===== src/hw/rtl/rs2i_pkg.sv =====
// Shared types and constants for the radix string to integer converter.
package rs2i_pkg;

    localparam int CHAR_W  = 8;
    localparam int BASE_W  = 6;
    localparam int DIGIT_W = 6;
    localparam int VALUE_W = 31;
    localparam int PROD_W  = VALUE_W + BASE_W;
    localparam int CFG_W   = 8;
    localparam int OUT_W   = 40;

    localparam logic [BASE_W-1:0] BASE_MIN     = BASE_W'(2);
    localparam logic [BASE_W-1:0] BASE_MAX     = BASE_W'(36);
    localparam logic [BASE_W-1:0] BASE_DEFAULT = BASE_W'(10);

    typedef enum logic [1:0] {
        ST_OK       = 2'd0,
        ST_INVALID  = 2'd1,
        ST_OVERFLOW = 2'd2
    } t_status;

    typedef enum logic {
        CFG_RADIX       = 1'b0,
        CFG_LETTER_CASE = 1'b1
    } t_cfg_idx;

    typedef struct packed {
        logic               valid;
        logic [DIGIT_W-1:0] value;
    } t_digit;

    typedef struct packed {
        logic [VALUE_W-1:0] value;
        t_status            status;
    } t_result;

endpackage


===== src/hw/rtl/rs2i_digit.sv =====
// Character to digit decoder with base and letter case check.
module rs2i_digit
    import rs2i_pkg::*;
(
    input  logic [CHAR_W-1:0] i_char,
    input  logic [BASE_W-1:0] i_base,
    input  logic              i_upper,
    output t_digit            o_digit
);

    logic               is_num;
    logic               alpha_up;
    logic               alpha_low;
    logic [DIGIT_W-1:0] raw;
    logic               ok_class;

    always_comb begin
        is_num    = (i_char >= 8'h30) && (i_char <= 8'h39);
        alpha_up  = (i_char >= 8'h41) && (i_char <= 8'h5a);
        alpha_low = (i_char >= 8'h61) && (i_char <= 8'h7a);
        raw       = '0;
        ok_class  = 1'b0;
        if (is_num) begin
            raw      = DIGIT_W'(i_char - 8'h30);
            ok_class = 1'b1;
        end else if (alpha_up) begin
            raw      = DIGIT_W'(i_char - 8'h41 + 8'd10);
            ok_class = i_upper;
        end else if (alpha_low) begin
            raw      = DIGIT_W'(i_char - 8'h61 + 8'd10);
            ok_class = !i_upper;
        end
        o_digit.value = raw;
        o_digit.valid = ok_class && (raw < i_base);
    end

endmodule


===== src/hw/rtl/rs2i_accum.sv =====
// Accumulator state and multiply-add for one digit per cycle in which i_advance is high.
module rs2i_accum
    import rs2i_pkg::*;
(
    input  logic              i_clk,
    input  logic              i_rst_n,
    input  logic              i_advance,
    input  logic              i_last,
    input  t_digit            i_digit,
    input  logic [BASE_W-1:0] i_base,
    output t_result           o_result
);

    logic [VALUE_W-1:0] r_acc;
    logic               r_ovf;
    logic               r_inv;
    logic [VALUE_W-1:0] n_acc;
    logic               n_ovf;
    logic               n_inv;
    logic [PROD_W-1:0]  prod;

    always_comb begin
        prod  = PROD_W'(r_acc) * PROD_W'(i_base) + PROD_W'(i_digit.value);
        n_acc = r_acc;
        n_ovf = r_ovf;
        n_inv = r_inv;
        if (!i_digit.valid) begin
            // invalid character restarts the digit run
            n_acc = '0;
            n_ovf = 1'b0;
            n_inv = 1'b1;
        end else if (!r_ovf) begin
            if (prod[PROD_W-1:VALUE_W] != '0) begin
                n_ovf = 1'b1;
            end else begin
                n_acc = prod[VALUE_W-1:0];
            end
        end
    end

    always_comb begin
        if (n_ovf) begin
            o_result.value  = '0;
            o_result.status = ST_OVERFLOW;
        end else if (n_inv) begin
            o_result.value  = '0;
            o_result.status = ST_INVALID;
        end else begin
            o_result.value  = n_acc;
            o_result.status = ST_OK;
        end
    end

    always_ff @(posedge i_clk) begin
        if (!i_rst_n) begin
            r_acc <= '0;
            r_ovf <= 1'b0;
            r_inv <= 1'b0;
        end else if (i_advance) begin
            if (i_last) begin
                r_acc <= '0;
                r_ovf <= 1'b0;
                r_inv <= 1'b0;
            end else begin
                r_acc <= n_acc;
                r_ovf <= n_ovf;
                r_inv <= n_inv;
            end
        end
    end

endmodule


===== src/hw/rtl/radix_string_to_integer_top.sv =====
// The last character of a string waits in the input register; its result beat is then loaded into the result register.
// Throughput: one character per cycle while no last character stalls; the digit decode and one 31x6 multiply-add
// between the input register and the accumulator set the cycle.
// A last character stalls in the input register only while an untaken result holds the output.
// Reset (synchronous, active low) clears the pipeline, the string state, and sets
// radix 10 and uppercase letters.
module radix_string_to_integer_top
    import rs2i_pkg::*;
(
    input  logic              i_clk,
    input  logic              i_rst_n,
    input  logic              i_cfg_we,
    input  logic              i_cfg_idx,
    input  logic [CFG_W-1:0]  i_cfg_data,
    input  logic              s_axis_tvalid,
    output logic              s_axis_tready,
    input  logic [CHAR_W-1:0] s_axis_tdata,   // [7:0] character
    input  logic              s_axis_tlast,
    output logic              m_axis_tvalid,
    input  logic              m_axis_tready,
    output logic [OUT_W-1:0]  m_axis_tdata    // [30:0] value, [32:31] status, zero pad
);

    logic [BASE_W-1:0] r_base;
    logic              r_upper;
    logic              r_in_valid;
    logic [CHAR_W-1:0] r_char;
    logic              r_last;
    logic              r_out_valid;
    t_result           r_out;
    logic              advance;
    logic              out_free;
    t_digit            digit;
    t_result           result;

    always_ff @(posedge i_clk) begin
        if (!i_rst_n) begin
            r_base  <= BASE_DEFAULT;
            r_upper <= 1'b1;
        end else if (i_cfg_we) begin
            unique case (t_cfg_idx'(i_cfg_idx))
                CFG_RADIX: begin
                    // fold out-of-range bases to ten at write time
                    if (i_cfg_data < CFG_W'(BASE_MIN) || i_cfg_data > CFG_W'(BASE_MAX)) begin
                        r_base <= BASE_DEFAULT;
                    end else begin
                        r_base <= i_cfg_data[BASE_W-1:0];
                    end
                end
                CFG_LETTER_CASE: begin
                    r_upper <= i_cfg_data[0];
                end
                default: begin
                    r_upper <= r_upper;
                end
            endcase
        end
    end

    assign out_free      = !r_out_valid || m_axis_tready;
    // only a last beat needs the result register
    assign advance       = r_in_valid && (!r_last || out_free);
    assign s_axis_tready = !r_in_valid || advance;

    always_ff @(posedge i_clk) begin
        if (!i_rst_n) begin
            r_in_valid <= 1'b0;
        end else if (s_axis_tready) begin
            r_in_valid <= s_axis_tvalid;
        end
    end

    always_ff @(posedge i_clk) begin
        if (s_axis_tready && s_axis_tvalid) begin
            r_char <= s_axis_tdata;
            r_last <= s_axis_tlast;
        end
    end

    rs2i_digit u_digit (
        .i_char  (r_char),
        .i_base  (r_base),
        .i_upper (r_upper),
        .o_digit (digit)
    );

    rs2i_accum u_accum (
        .i_clk     (i_clk),
        .i_rst_n   (i_rst_n),
        .i_advance (advance),
        .i_last    (r_last),
        .i_digit   (digit),
        .i_base    (r_base),
        .o_result  (result)
    );

    always_ff @(posedge i_clk) begin
        if (!i_rst_n) begin
            r_out_valid <= 1'b0;
        end else if (advance && r_last) begin
            r_out_valid <= 1'b1;
        end else if (m_axis_tready) begin
            r_out_valid <= 1'b0;
        end
    end

    always_ff @(posedge i_clk) begin
        if (advance && r_last) begin
            r_out <= result;
        end
    end

    assign m_axis_tvalid = r_out_valid;
    assign m_axis_tdata  = OUT_W'({r_out.status, r_out.value});

    a_err_zero: assert property (@(posedge i_clk) disable iff (!i_rst_n)
        (r_out_valid && r_out.status != ST_OK) |-> (r_out.value == '0))
        else $error("nonzero value with error status");

    a_last_out: assert property (@(posedge i_clk) disable iff (!i_rst_n)
        (advance && r_last) |=> m_axis_tvalid)
        else $error("last beat did not load a result");

    a_no_drop: assert property (@(posedge i_clk) disable iff (!i_rst_n)
        (r_in_valid && r_last && r_out_valid && !m_axis_tready) |-> !advance)
        else $error("last beat advanced over a pending result");

    a_reset: assert property (@(posedge i_clk)
        !i_rst_n |=> (!m_axis_tvalid && !r_in_valid))
        else $error("pipeline not cleared by reset");

endmodule


===== config.mk =====
export PLATFORM = sky130hd
export DESIGN_NAME = radix_string_to_integer_top
export DESIGN_NICKNAME = d
export VERILOG_FILES = /design/src/hw/rtl/rs2i_pkg.sv /design/src/hw/rtl/rs2i_digit.sv /design/src/hw/rtl/rs2i_accum.sv /design/src/hw/rtl/radix_string_to_integer_top.sv
export SDC_FILE = /design/constraint.sdc
export NUM_CORES = 1
export LEC_CHECK = 0
export BUFFER_PORTS_ARGS = -buffer_cell sky130_fd_sc_hd__buf_2
export CORE_MARGIN = 1.5
export CORE_UTILIZATION = 65
export DETAILED_ROUTE_END_ITERATION = 8
export PLACE_DENSITY = 0.88
export SETUP_SLACK_MARGIN = 0.5
export SLEW_MARGIN = 15
export SYNTH_ARGS = -nofsm -noshare
export SYNTH_HDL_FRONTEND = slang
export SYNTH_HIERARCHICAL = 1
export SYNTH_SLANG_ARGS = --single-unit

===== constraint.sdc =====
create_clock -name i_clk -period 13.05 [get_ports i_clk]
set_input_delay 1.9575 -clock i_clk [delete_from_list [all_inputs] [get_ports i_clk]]
set_output_delay 1.9575 -clock i_clk [all_outputs]
set_load 0.03 [all_outputs]

# Word level (Yosys, flattened, before mapping)
# Cells that the tools add are included.
# Widths: inputs -> output; s select.
[word_totals]
output_inout_bits = 42
word_cells = 68
inputBits = 23
regBits = 84
[classes]
n_bitwise = 1
multipliers = 1
reduce_logical = 20
add_sub_neg = 6
n_mux = 20
magnitude_cmp = 9
[op_table]
columns = ["op", "n"]
rows = [
  ["$mux 31", 4],
  ["$add 37x6->37", 1],
  ["$mul 31x6->37", 1],
  ["$mux 6", 4],
  ["$ge 8x7->1 const B", 2],
  ["$le 8x7->1 const B", 2],
  ["$add 6x4->6 const B", 2],
  ["$mux 1", 12],
  ["$sub 6x6->6 const B", 2],
  ["$ge 8x6->1 const B", 1],
  ["$gt 8x6->1 const B", 1],
  ["$le 8x6->1 const B", 1],
  ["$lt 8x2->1 const B", 1],
  ["$logic_and 1x1->1", 7],
  ["$lt 6x6->1", 1],
  ["$reduce_bool 6->1", 1],
  ["$sub 6x1->6 const B", 1],
  ["$logic_not 1->1", 4],
  ["$logic_or 1x1->1", 4],
  ["$reduce_and 2->1", 2],
  ["$reduce_bool 2->1", 1],
  ["$reduce_or 2->1", 1],
  ["$not 1->1", 1],
]

# Longest topological paths before layout
[logic_depth]
word_depth = 11
depth_mapped = 23

# By module
# The synthesis kept the hierarchy.
[by_module_without_submodules]
columns = ["module", "cells_each", "seq_area_each_um2", "area_each_um2", "instances"]
rows = [
  ["rs2i_accum", 915, 660.6, 8034.0, 1],
  ["radix_string_to_integer_top", 97, 1441.4, 1740.4, 1],
  ["rs2i_digit", 79, 0.0, 560.5, 1],
]

# Worst setup path before layout
# OpenSTA, ideal clock, no wires.
[synth_timing]
path_type = "flip-flop to flip-flop"
start = "register r_base[5]"
end = "register r_out (netlist bit m_axis_tdata[32]), data pin"
required_time_ns = 12.799
path_buffers = 3
arrival_time_ns = 5.492
slack_ns = 7.307
synth_period_minus_slack_ns = 5.743
stages_incl_launch_ff = 21
path_cell_list = "dfxtp_1 > clkbuf_1 > nand2_1 > fa_1 > fa_1 > inv_1 > fa_1 > inv_1 > fa_1 > inv_1 > ha_1 > nand4_1 > a211oi_1 > o211ai_1 > and4_1 > or3_1 > a2111oi_2 > nand2_2 > buf_2 > and2_1 > buf_4"
[synth_between]
elab_chain_cells = 6
[synth_lines]
columns = ["element", "line_no", "rtl"]
rows = [
  ["start: declaration", "radix_string_to_integer_top.sv:24", "logic [BASE_W-1:0] r_base;"],
  ["start signal: assignment", "radix_string_to_integer_top.sv:47", "r_base <= i_cfg_data[BASE_W-1:0];"],
  ["$mul 31x6->37", "rs2i_accum.sv:23", "prod = PROD_W'(r_acc) * PROD_W'(i_base) + PROD_W'(i_digit.value);"],
  ["$add 37x6->37", "rs2i_accum.sv:23", ""],
  ["$reduce_bool 6->1", "rs2i_accum.sv:33", "if (prod[PROD_W-1:VALUE_W] != '0) begin"],
  ["$mux 1", "rs2i_accum.sv:33", ""],
  ["$mux 1", "rs2i_accum.sv:32", "end else if (!r_ovf) begin"],
  ["$mux 1 *", "rs2i_accum.sv:27", "if (!i_digit.valid) begin"],
  ["net u_accum.n_ovf", "rs2i_accum.sv:18", "logic n_ovf;"],
  ["end signal: assignment", "radix_string_to_integer_top.sv:109", "r_out <= result;"],
  ["end: declaration", "radix_string_to_integer_top.sv:30", "t_result r_out;"],
]
# Mark *: on every way through the listed nets, which the timed path passes. The rest lies on a longest branch.
# A chain may end at the register's enable or synchronous reset.

# Worst setup path in the final report
[layout_timing]
start = "register r_base[4]"
end = "register u_accum.r_acc[16]"
[layout_between]
elab_chain_cells = 7
[layout_lines]
columns = ["element", "line_no", "rtl"]
rows = [
  ["$mul 31x6->37", "rs2i_accum.sv:23", ""],
  ["$add 37x6->37", "rs2i_accum.sv:23", ""],
  ["$reduce_bool 6->1", "rs2i_accum.sv:33", ""],
  ["$mux 31", "rs2i_accum.sv:33", ""],
  ["$mux 31", "rs2i_accum.sv:32", ""],
  ["$mux 31 *", "rs2i_accum.sv:27", ""],
  ["$mux 31 *", "rs2i_accum.sv:60", "if (i_last) begin"],
  ["end signal: assignment", "rs2i_accum.sv:65", "r_acc <= n_acc;"],
  ["end: declaration", "rs2i_accum.sv:14", "logic [VALUE_W-1:0] r_acc;"],
]
# Mark *: on every way between the ends. The rest lies on a longest branch, timed or not.

==> run_summary.xml <==
<?xml version="1.0" encoding="UTF-8"?>
<metrics>
  <group name="setup_path">
    <metric name="buf_inv_on_cp" unit="">3</metric>
    <metric name="cp_top_family" unit="">adder cells</metric>
    <metric name="crit_path_cell_count" unit="">17</metric>
    <metric name="timing_worst_setup_path_type" unit="">flip-flop to flip-flop</metric>
    <metric name="r2r.worst_path.cells" unit="">17</metric>
    <metric name="path_cells" unit="">nand2_1 -&gt; fa_1 -&gt; fa_1 -&gt; inv_1 -&gt; fa_1 -&gt; inv_1 -&gt; fa_1 -&gt; inv_1 -&gt; ha_1 -&gt; nand4_1 -&gt; a211oi_1 -&gt; o211ai_1 -&gt; and4_1 -&gt; or3_1 -&gt; a2111oi_2 -&gt; nand2_2 -&gt; a221o_1</metric>
    <metric name="reg_to_reg_slack_setup" unit="ns">5.80</metric>
    <metric name="critPathMaxFanout" unit="">33</metric>
    <metric name="critical_path.startpoint" unit="">r_base[4]</metric>
    <metric name="rr_startpoint" unit="">r_base[4]</metric>
    <metric name="start_kind" unit="">flip-flop</metric>
    <metric name="worst_setup_path_endpoint" unit="">u_accum/r_acc[16]</metric>
    <metric name="worstReg2RegEnd" unit="">u_accum/r_acc[16]</metric>
    <metric name="timing.critical_path.required" unit="ns">13.28</metric>
    <metric name="cp_common_cell" unit="">fa_1</metric>
    <metric name="slowest_delay" unit="ns">1.01</metric>
    <metric name="cp_slowest_cell" unit="">dfxtp_1</metric>
    <metric name="critPathCaptureType" unit="">flip-flop</metric>
    <metric name="arrival" unit="ns">7.48</metric>
  </group>
  <group name="routing">
    <metric name="route.final.wire_length" unit="mm">27.0</metric>
    <metric name="detail_route.wl_per_cell" unit="um">20.3</metric>
    <metric name="detail_route.drc_violations" unit="">0</metric>
    <metric name="dr_wl_met3" unit="mm">2.23</metric>
    <metric name="met2RoutedLength" unit="mm">13.2</metric>
    <metric name="dr.pass1.iters" unit="">6</metric>
    <metric name="dr.first_iter.drc_count" unit="">1054</metric>
    <metric name="postRouteAntennaNets" unit="">0</metric>
    <metric name="vias" unit="">8768</metric>
    <metric name="highest-signal-layer" unit="">met4</metric>
    <metric name="met1_length" unit="mm">10.1</metric>
    <metric name="drt-vias-per-instance" unit="">6.61</metric>
  </group>
  <group name="cts">
    <metric name="hold_buffers" unit="">0</metric>
    <metric name="cts.htree.levels" unit="">3</metric>
    <metric name="clock_transition_at_path_regs" unit="ns">0.06</metric>
    <metric name="ctsLongestPathBuffers" unit="">2</metric>
    <metric name="clk-insertion-delay-late" unit="ns">0.35</metric>
    <metric name="numClockSinks" unit="">84</metric>
    <metric name="cts_root_buf" unit="">clkbuf_16</metric>
    <metric name="post-cts-setup-buffer-count" unit="">0</metric>
    <metric name="numCtsBuffers" unit="">9</metric>
    <metric name="post_cts_resize_count" unit="">0</metric>
    <metric name="clock_tree_from_tritoncts" unit="">yes</metric>
  </group>
  <group name="final_layout">
    <metric name="layout-area-overhead-vs-synth" unit="%">6.32</metric>
    <metric name="final_cells" unit="">1326</metric>
    <metric name="insertedDiodeCount" unit="">0</metric>
    <metric name="final_core_utilization" unit="%">71.5</metric>
    <metric name="nets" unit="">1345</metric>
    <metric name="drive_gt1_share" unit="%">9.06</metric>
    <metric name="final_area" unit="mm^2">0.0110</metric>
  </group>
  <group name="global_routing">
    <metric name="grt_util_all_layers" unit="%">35.0</metric>
    <metric name="grt_overflow" unit="">0</metric>
    <metric name="initial_antenna_violation_count" unit="">0</metric>
    <metric name="grt_start_max_net_pins" unit="">68</metric>
    <metric name="grt_first_pass_wirelength" unit="mm">45.2</metric>
    <metric name="first_global_vias" unit="">8906</metric>
  </group>
  <group name="power">
    <metric name="intPower" unit="uW">445</metric>
    <metric name="power.density_cell_area" unit="mW/mm^2">54.4</metric>
    <metric name="ir_drop" unit="mV">0.0636</metric>
    <metric name="p_switching" unit="uW">153</metric>
    <metric name="power" unit="uW">598</metric>
    <metric name="leakage" unit="nW">5.09</metric>
    <metric name="power.clock.fraction" unit="%">43.3</metric>
    <metric name="power.share.switching" unit="%">25.5</metric>
    <metric name="share_seq_of_total_power" unit="%">47.9</metric>
    <metric name="power.share.combinational" unit="%">8.8</metric>
  </group>
  <group name="synthesis">
    <metric name="syn_avg_cell_area" unit="um^2">9.47</metric>
    <metric name="synth_flop_cell" unit="">edfxtp_1</metric>
    <metric name="synth.top_cell.area_share" unit="%">23.2</metric>
    <metric name="yosys.cell_count.top_type" unit="">and2_1</metric>
    <metric name="ys_seq_area_share" unit="%">20.3</metric>
    <metric name="synth_async_sr_flop_share" unit="%">0</metric>
    <metric name="syn-instance-count" unit="">1091</metric>
    <metric name="synth.top_cells.by_area" unit="">fa_1, edfxtp_1, and2_1, ha_1, dfxtp_1</metric>
    <metric name="netlist_top_cells_count" unit="">and2_1, fa_1, ha_1</metric>
    <metric name="synth_seq_cells" unit="">84</metric>
    <metric name="yosysWarnings" unit="">6</metric>
    <metric name="synth_area" unit="mm^2">0.0103</metric>
    <metric name="synth_largest_area_cell" unit="">fa_1</metric>
    <metric name="synth-edff-count" unit="">42</metric>
    <metric name="synthDistinctLibCells" unit="">69</metric>
  </group>
  <group name="die">
    <metric name="chipHeight" unit="um">129</metric>
    <metric name="start_util" unit="%">67.2</metric>
    <metric name="fp.coreArea" unit="mm^2">0.0154</metric>
    <metric name="die-width" unit="um">129</metric>
    <metric name="floorplan.die_area" unit="mm^2">0.0167</metric>
    <metric name="row_count" unit="">45</metric>
    <metric name="top_level_ports" unit="">65</metric>
  </group>
  <group name="sta">
    <metric name="worst_slew_pin_slew" unit="ns">1.21</metric>
    <metric name="min_period" unit="ns">7.25</metric>
    <metric name="minimum_setup_slack_in_the_final_design" unit="ns">5.80</metric>
    <metric name="report.final.hold_viol_count" unit="">0</metric>
    <metric name="hold-worst-slack" unit="ns">0.489</metric>
    <metric name="timing_max_transition_violations_final" unit="">0</metric>
    <metric name="slew_headroom" unit="%">18.8</metric>
    <metric name="total_neg_setup_slack" unit="ns">0</metric>
    <metric name="final.setup_skew" unit="ns">0.00651</metric>
    <metric name="max_freq" unit="MHz">138</metric>
    <metric name="rsz0062_at_grt" unit="">false</metric>
    <metric name="total_setup_violations_reported_at_the_end_of_the_flow" unit="">0</metric>
    <metric name="fraction_of_the_cycle_the_final_worst_path_needs" unit="%">55.5</metric>
  </group>
  <group name="placement">
    <metric name="place_ws" unit="ns">5.80</metric>
    <metric name="dpl.cell_count" unit="">1310</metric>
    <metric name="io_buffer_count" unit="">57</metric>
    <metric name="place.detailed.hpwl" unit="mm">20.0</metric>
    <metric name="placedInstanceArea" unit="mm^2">0.0107</metric>
    <metric name="gpl.final_weighted_congestion" unit="">0.970</metric>
  </group>
  <group name="outcome">
    <metric name="result_of_the_run" unit="">complete, no violations</metric>
  </group>
  <group name="hold_path">
    <metric name="worstHoldPathCells" unit="">2</metric>
    <metric name="hold_path_class" unit="">flip-flop to flip-flop</metric>
  </group>
  <group name="job">
    <metric name="timing.max_cap.violations" unit="">0</metric>
  </group>
</metrics>
[registers in the layout (all words and copies together) (netlist names)]
name	flops
u_accum/r_ovf	1
r_last	1
r_in_valid	1
m_axis_tdata	33
u_accum/r_inv	1
r_upper	1
u_accum/r_acc	31
m_axis_tvalid	1
r_base	6
r_char	8
[power groups by stage]
stage                     combinational, mW  sequential (mW)  clock (mW)
final                                0.0524            0.286       0.259
after global routing                 0.0568            0.287       0.274
after CTS                            0.0515            0.286       0.262
after detailed placement             0.0511            0.292           0
after global placement               0.0496            0.292           0
after floorplan                      0.0334            0.294           0
[worst min-delay path by stage]
stage / startpoint / end / slack (ns)
global placement: u_accum/r_ovf / u_accum/r_ovf / 0.46
global route: r_upper / r_upper / 0.53
CTS: u_accum/r_ovf / u_accum/r_ovf / 0.49
detailed placement: u_accum/r_ovf / u_accum/r_ovf / 0.47
finish: u_accum/r_ovf / u_accum/r_ovf / 0.49
floorplan: u_accum/r_ovf / u_accum/r_ovf / 0.44
[per-layer routing]
layer / vias to the layer above / GRT usage [%]
met3: 109 / 5.78
met1: 4265 / 44.5
met5: - / 0
met4: 0 / 17.0
li1: 3868 / -
met2: 526 / 58.6
[layout by cell type (no fill, tap or decap), drive strengths merged, types with 7 or more instances in the layout]
cell type  Yosys  final
and2         188    188
fa           120    120
ha            92     92
nand2         73     73
buf           16     64
inv           62     63
a21oi         54     54
nor2          50     50
edfxtp        42     42
dfxtp         42     42
nand3         39     39
o21ai         36     36
o2111ai       28     28
o311ai        25     25
xor2          16     16
xnor2         16     16
a31oi         15     15
nor2b         11     11
nand4         10     10
clkbuf        46     10
o211ai         9      9
and3           8      8
nand2b         7      7
conb           1      7
a21o           7      7
[final cells by class]
cell class,count,area (um^2)
repair buffers,64,338
fillers,1154,4380
flip-flops and latches,84,2100
clock inverters,6,62.6
multi-input cells,889,7760
clock buffers,10,229
well taps,211,264
inverters,62,233
[worst min-delay path, cell delays in order (launching register included)]
cell and delay (ns):
dfxtp_1 0.32, nand2_1 0.06, a21oi_1 0.06
[cells by family after synthesis]
kind of cell,Yosys count,share of synthesized area [%]
AND/OR/NAND/NOR,416,22.3
flip-flops,84,20.3
XOR/XNOR,32,2.71
AO/OA/AOI/OAI,222,15.4
other,1,0.0363
buffers and inverters,124,4.90
adder cells (fa/ha/maj),212,34.4
Note: power is estimated with default switching activity, not from simulation.
